File: config.mk
export PLATFORM = sky130hd
export DESIGN_NAME = lfsr_dec_init
export DESIGN_NICKNAME = d
export VERILOG_FILES = /design/src/design/lfsr_dec_pkg.sv /design/src/design/lfsr_dec_init.sv
export SDC_FILE = /design/constraint.sdc
export NUM_CORES = 1
export LEC_CHECK = 0
export BUFFER_PORTS_ARGS = -buffer_cell sky130_fd_sc_hd__buf_2
export CELL_PAD_IN_SITES_DETAIL_PLACEMENT = 0
export CELL_PAD_IN_SITES_GLOBAL_PLACEMENT = 1
export CORE_ASPECT_RATIO = 2
export CORE_UTILIZATION = 43
export CTS_BUF_LIST = sky130_fd_sc_hd__clkbuf_2 sky130_fd_sc_hd__clkbuf_4 sky130_fd_sc_hd__clkbuf_8
export DETAILED_ROUTE_END_ITERATION = 16
export GPL_TIMING_DRIVEN = 0
export PLACE_DENSITY = 0.87
export SLEW_MARGIN = 5
export SYNTH_ARGS = -nofsm -noshare
export SYNTH_HDL_FRONTEND = slang
export SYNTH_SLANG_ARGS = --single-unit
export TNS_END_PERCENT = 5
File: constraint.sdc
create_clock -name clk -period 1.8 [get_ports clk]
set_input_delay 0 -clock clk [delete_from_list [all_inputs] [get_ports clk]]
set_output_delay 0 -clock clk [all_outputs]
set_load 0.05 [all_outputs]
File: src/design/lfsr_dec_pkg.sv
// shared constants and types for the pseudo-random counter decoder
package lfsr_dec_pkg;

  // width of the linear count and of the raw reading
  localparam int unsigned CNT_W = 14;
  // decode word: present flag over the linear count
  localparam int unsigned WORD_W = CNT_W + 1;

  // default configuration of the counter
  localparam int unsigned DEF_MAX_COUNT    = 11811;
  localparam int unsigned DEF_COUNTER_BITS = 14;

  // status from the table builder to the top level
  typedef struct packed {
    logic wr_en;
    logic ready;
  } init_status_t;

endpackage

File: src/design/lfsr_dec_init.sv
// table builder: clearing pass, then shift register walk writing the decode table
module lfsr_dec_init
  import lfsr_dec_pkg::*;
#(
  parameter int unsigned MAX_COUNT    = DEF_MAX_COUNT,
  parameter int unsigned COUNTER_BITS = DEF_COUNTER_BITS
) (
  input  logic                    clk,
  input  logic                    rst_n,
  output init_status_t            status,
  output logic [COUNTER_BITS-1:0] wr_addr,
  output logic [WORD_W-1:0]       wr_data
);

  localparam logic [1:0] ST_CLEAR = 2'd0;
  localparam logic [1:0] ST_BUILD = 2'd1;
  localparam logic [1:0] ST_DONE  = 2'd2;

  localparam logic [CNT_W-1:0]        LAST_STEP  = CNT_W'(MAX_COUNT - 1);
  localparam logic [COUNTER_BITS-1:0] LAST_ENTRY = {COUNTER_BITS{1'b1}};

  logic [1:0]              state_r, state_nxt;
  logic [COUNTER_BITS-1:0] clr_addr_r, clr_addr_nxt;
  logic [COUNTER_BITS-1:0] shift_r, shift_nxt;
  logic [CNT_W-1:0]        step_r, step_nxt;
  logic [COUNTER_BITS-1:0] key;
  logic                    fb;

  // bit-reversed shift register value is the table key
  always_comb begin
    for (int i = 0; i < COUNTER_BITS; i++) begin
      key[i] = shift_r[COUNTER_BITS-1-i];
    end
  end

  assign fb = shift_r[COUNTER_BITS-1] ^ shift_r[0];

  // sequencer
  always_comb begin
    state_nxt    = state_r;
    clr_addr_nxt = clr_addr_r;
    shift_nxt    = shift_r;
    step_nxt     = step_r;
    unique case (state_r)
      ST_CLEAR: begin
        clr_addr_nxt = clr_addr_r + 1'b1;
        if (clr_addr_r == LAST_ENTRY) begin
          state_nxt = ST_BUILD;
        end
      end
      ST_BUILD: begin
        shift_nxt = {shift_r[COUNTER_BITS-2:0], fb};
        step_nxt  = step_r + 1'b1;
        if (step_r == LAST_STEP) begin
          state_nxt = ST_DONE;
        end
      end
      ST_DONE: begin
      end
      default: begin
        state_nxt = ST_CLEAR;
      end
    endcase
  end

  // control registers
  always_ff @(posedge clk) begin
    if (!rst_n) begin
      state_r    <= ST_CLEAR;
      clr_addr_r <= '0;
      shift_r    <= '1;
      step_r     <= '0;
    end else begin
      state_r    <= state_nxt;
      clr_addr_r <= clr_addr_nxt;
      shift_r    <= shift_nxt;
      step_r     <= step_nxt;
    end
  end

  // write port drive
  assign status.wr_en = (state_r == ST_CLEAR) || (state_r == ST_BUILD);
  assign status.ready = (state_r == ST_DONE);
  assign wr_addr      = (state_r == ST_BUILD) ? key : clr_addr_r;
  assign wr_data      = (state_r == ST_BUILD) ? {1'b1, step_r} : '0;

endmodule
=== After elaboration in Yosys (flattened, before gate mapping) ===
Index checks and enable logic that the tools add are counted.

* Bits in registers: 44
* Output and inout bits: 31
* Input bits: 2
* Word-level logic and storage cells: 22

* Add/subtract/negate cells: 2
* Bitwise logic cells: 2
* Muxes and demuxes: 5
* Reductions and logical operators: 3
* Equality and inequality tests: 6

{| class="wikitable"
|+ Operator list
! operator !! number
|-
| $add 14x1->14 const B || 2
|-
| $eq 14x14->1 const B || 2
|-
| $mux 15 || 1
|-
| $mux 14 || 1
|-
| $pmux 2 s3 || 1
|-
| $mux 2 || 2
|-
| $ne 2x2->1 const B || 2
|-
| $reduce_and 3->1 || 1
|-
| $eq 2x1->1 const B || 1
|-
| $eq 2x2->1 const B || 1
|-
| $logic_not 2->1 || 1
|-
| $logic_or 1x1->1 || 1
|-
| $not 1->1 || 1
|-
| $xor 1x1->1 || 1
|}

=== Logic depth before layout (Yosys ltp) ===
* Depth in word-level cells: 3
* Depth in mapped cells: 5
* Depth with buffers taken out: 5

=== Least setup slack after synthesis ===
Ideal clock, no wire load.

* Kind: register -> output
* Start point: register state_r[1]
* End point: output port wr_addr[2]
* Required time: 1.800 ns
* Cell stages (with the launch flop): 5
* Arrival time: 1.847 ns
* Slack: -0.047 ns
* Cells stage by stage: dfxtp_1 > nand2b_1 > inv_1 > clkbuf_1 > o21ai_0

* Word-level cells in the longest chain between the ends: 2

{| class="wikitable"
|+ Ends and longest elaborated chain
! element !! line !! text
|-
| start, declared || lfsr_dec_init.sv:22 || <nowiki>logic [1:0] state_r, state_nxt;</nowiki>
|-
| start signal, assigned || lfsr_dec_init.sv:74 || <nowiki>state_r <= state_nxt;</nowiki>
|-
| $eq 2x1->1 || lfsr_dec_init.sv:84 || <nowiki>assign wr_addr = (state_r == ST_BUILD) ? key : clr_addr_r;</nowiki>
|-
| $mux 14 || lfsr_dec_init.sv:84 ||
|-
| end, declared || lfsr_dec_init.sv:11 || <nowiki>output logic [COUNTER_BITS-1:0] wr_addr,</nowiki>
|}

No other way between the ends.

=== Final worst setup path ===
* Start point: register clr_addr_r[0]
* End point: register state_r[0]

* Word-level cells in the longest chain between the ends: 3

{| class="wikitable"
|+ Ends and longest elaborated chain
! element !! line !! text
|-
| start, declared || lfsr_dec_init.sv:23 || <nowiki>logic [COUNTER_BITS-1:0] clr_addr_r, clr_addr_nxt;</nowiki>
|-
| start signal, assigned || lfsr_dec_init.sv:75 || <nowiki>clr_addr_r <= clr_addr_nxt;</nowiki>
|-
| $eq 14x14->1 || lfsr_dec_init.sv:47 || <nowiki>if (clr_addr_r == LAST_ENTRY) begin</nowiki>
|-
| $ne 2x2->1 (no source line) || -- ||
|-
| $reduce_and 3->1 (no source line) || -- ||
|}

No other way between the ends.
A chain may end at the register's enable or synchronous reset.

==> run summary <==
- run status: complete, no violations
- leading register cell type out of synthesis: dfxtp_1
- final weighted congestion of routability-driven global placement: 0.804
- count of flip-flops with a built-in enable after synthesis: 0
- cell at the slowest stage of the critical path: or4_1
- placed cell count: 366
- overall routed net length: 5.62 mm
- WS Path Type: register to register
- post-route clock skew: 0.00527 ns
- clk root buf: clkbuf_8
- unrepaired setup endpoints after global routing: true
- most frequent cells after synthesis: 68 x nand2_1, 44 x dfxtp_1, 29 x a21oi_1
- Seq/Total Area, Yosys: 0.400
- violation count after the first detailed-route iteration: 41
- cell depth of the worst min-delay path: 4
- final standard cell count with taps included and fillers excluded: 374
- DRC violation count after routing: 0
- initial core utilization: 0.449
- # nets final: 321
- cell breakdown of the critical path: ha_1 > inv_1 > or4_1 > o32ai_2
- total number of yosys warnings: 0
- count of cells along the worst register-to-register path: 4
- number of nets produced by synthesis: 282
- Site Rows: 36
- crit-path max cell delay: 0.55 ns
- Worst setup EP type: register
- vias in the first global route: 1,885
- Final Hold Slack: 0.0801 ns
- Total Routing Usage GR: 0.226
- Hold Crit Start: rst_n
- I/O Pins: 33
- first drt pass iteration count: 4
- WL/cell: 15.0 um
- share of layout cells above drive strength 1: 0.174
- cell-internal power: 1.30 mW
- via total after detailed routing: 2,088
- Worst-path clk slew: 0.08 ns
- vertical extent of the die: 103 um
- hold buffers post-CTS: 0
- leading cell types by total area after synthesis: dfxtp_1 40%, nand2_1 12%, a21oi_1 6.6%
- hold violation total from the final report: 0
- combinational cell fraction of total power: 0.046
- insertion delay to the later sink of the worst-skew pair: 0.30 ns
- Die X-Extent: 52.6 um
- half-perimeter wire length of the detailed placement result: 4.14 mm
- switch share: 0.240
- minimum clock period after layout: 1.76 ns
- antenna violations before repair: 0
- post-CTS repair timing setup buffer count: 0
- average vias per placed instance: 5.58
- worst reg2reg endpoint: state_r[0]
- Unique masters post-synth: 37
- Overall Power: 1.72 mW
- FMAX: 0.569 GHz
- share of the cycle needed by the critical path after routing: 0.977
- level count of the clock H-tree: 2
- number of buffers between clock root and the deepest sink: 2
- sequential group share of total power: 0.575
- maximum fanout count along the critical path: 9
- slew at the pin with the worst max-slew slack: 0.562 ns
- area added between synthesis and finish: 15.3%
- core area: 0.00491 mm^2
- grt total ovfl: 0
- async set-reset flop share out of synthesis: 0
- FF-to-FF Start: clr_addr_r[0]
- Peak supply drop: 0.456 mV
- Critical Path Start Type: register
- PD cells: 675 mW/mm^2
- class of the worst hold path: input pin to register
- area of the die: 0.00543 mm^2
- hold worst-path end: shift_r[1]
- post-synth design cell area: 0.00220 mm^2
- number of antenna repair diodes: 0
- flop and latch count out of synthesis: 44
- clock tree from TritonCTS: yes
- switching power: 0.412 mW
- mean instance size in the synthesized netlist: 7.96 um^2
- most used standard cell by instance count after synthesis: nand2_1
- max-slew violations: 0
- count of input and output buffers: 32
- number of nets still failing antenna checks after routing: 0
- top cell type's share of synthesized area: 0.400
- TritonCTS buffer count: 5
- Clock Power Share: 0.379
- synthesized instance count: 277
- biggest area consumer among synthesized cells: dfxtp_1
- headroom to the max-slew limit: 0.625
- wire length of the first global-routing pass: 8.91 mm
- crit path launch: clr_addr_r[0]
- reg-to-reg slack, setup: 0.04 ns
- maximum number of pins on one net before global-route repair: 14
- total of max-cap violations: 0
- Leak: 0.999 nW
- Worst Path Arrival: 1.96 ns
- final setup violation count: 0
- required time at the worst-slack endpoint: 2.01 ns
- number of clock sinks seen by CTS: 44
[power groups by stage]
| stage | sequential, mW | combinational [mW] | clock, mW |
|---|---|---|---|
| 2_1_floorplan | 1.01 | 0.0582 | 0 |
| 3_3_place_gp | 1.01 | 0.0775 | 0 |
| 3_5_place_dp | 1.01 | 0.0781 | 0 |
| 4_1_cts | 0.986 | 0.0785 | 0.666 |
| 5_1_grt | 0.988 | 0.0846 | 0.711 |
| 6_report | 0.986 | 0.0785 | 0.651 |
[metal layers]
| layer | track usage | part of all wire |
|---|---|---|
| met5 | 0 | 0 |
| met3 | 0.0409 | 0.030 |
| met1 | 0.227 | 0.39 |
| met2 | 0.432 | 0.56 |
| met4 | 0.0951 | 0.019 |
[logic make-up (layout without fill, tap and decap cells)]
kind of cell	Yosys count	in the layout	synth area share
buffers and inverters	26	66	0.0516
xor gates and xnor gates	4	4	0.0159
and+or+nand+nor	141	141	0.343
AOI/OAI and AO/OA	51	51	0.136
adders and majority gates	3	3	0.0170
DFF	44	44	0.400
muxes	8	8	0.0363
[sequential cells by signal (all words and copies together), names as in the netlist]
name and count:
step_r 14, shift_r 14, clr_addr_r 14, state_r 2
[how the worst max path moves through the flow]
stage / to / slack [ns]
2_1_floorplan: wr_addr[2] / -0.05
3_3_place_gp: state_r[0] / 0.09
3_5_place_dp: state_r[0] / 0.08
4_1_cts: wr_addr[8] / 0.02
5_1_grt: wr_addr[10] / -0.02
6_report: state_r[0] / 0.04
[critical path, delay by kind of cell (launching register included)]
kind | cells | cell delay, ns
flops | 1 | 0.45
fa+ha+maj | 1 | 0.21
buf+inv | 1 | 0.13
compound gates | 1 | 0.32
simple gates | 1 | 0.55
[through the flow]
stage	instance area, um^2	utilization	worst slack, ns	TNS [ns]
detailed placement	2440	0.496	0.0835	0
floorplan	2200	-	-0.0472	-0.141
global route	2540	0.518	-0.0210	-0.0458
CTS	2530	0.516	0.0195	0
global placement	2440	0.496	0.0856	0
finish	2540	0.518	0.0419	0
[area by class of cell]
cell class	count	area [um^2]
fill	514	2370
inverter	12	45.0
clock buffer	6	82.6
buffer	14	77.6
sequential	44	881
timing repair buffer	32	165
clock inverter	2	10.0
tap	57	71.3
multi-input combinational	207	1210
[layout by cell type, fill, tap and decap left out, types with 2 or more instances in the layout]
cell and instances:
nand2_1 68, dfxtp_1 44, buf_2 32, a21oi_1 29, inv_1 11, or4_1 11, nand2b_1 9, and2_1 9
nor2_1 9, o21ai_0 9, o31ai_1 9, nor4_1 8, mux2i_1 8, nand3_1 6, clkbuf_8 6, clkbuf_1 5
nand3b_1 4, nand4_1 4, or3_1 4, clkbuf_2 3, ha_1 3, buf_6 2, clkbuf_4 2, xor2_1 2
xnor2_1 2, clkinv_2 2
[what timing repair did]
action,in CTS,in global routing
resized for setup,4,8
setup endpoints to repair,16,22
pin swaps,0,0
No activity file was read; power rests on OpenSTA's default activity.
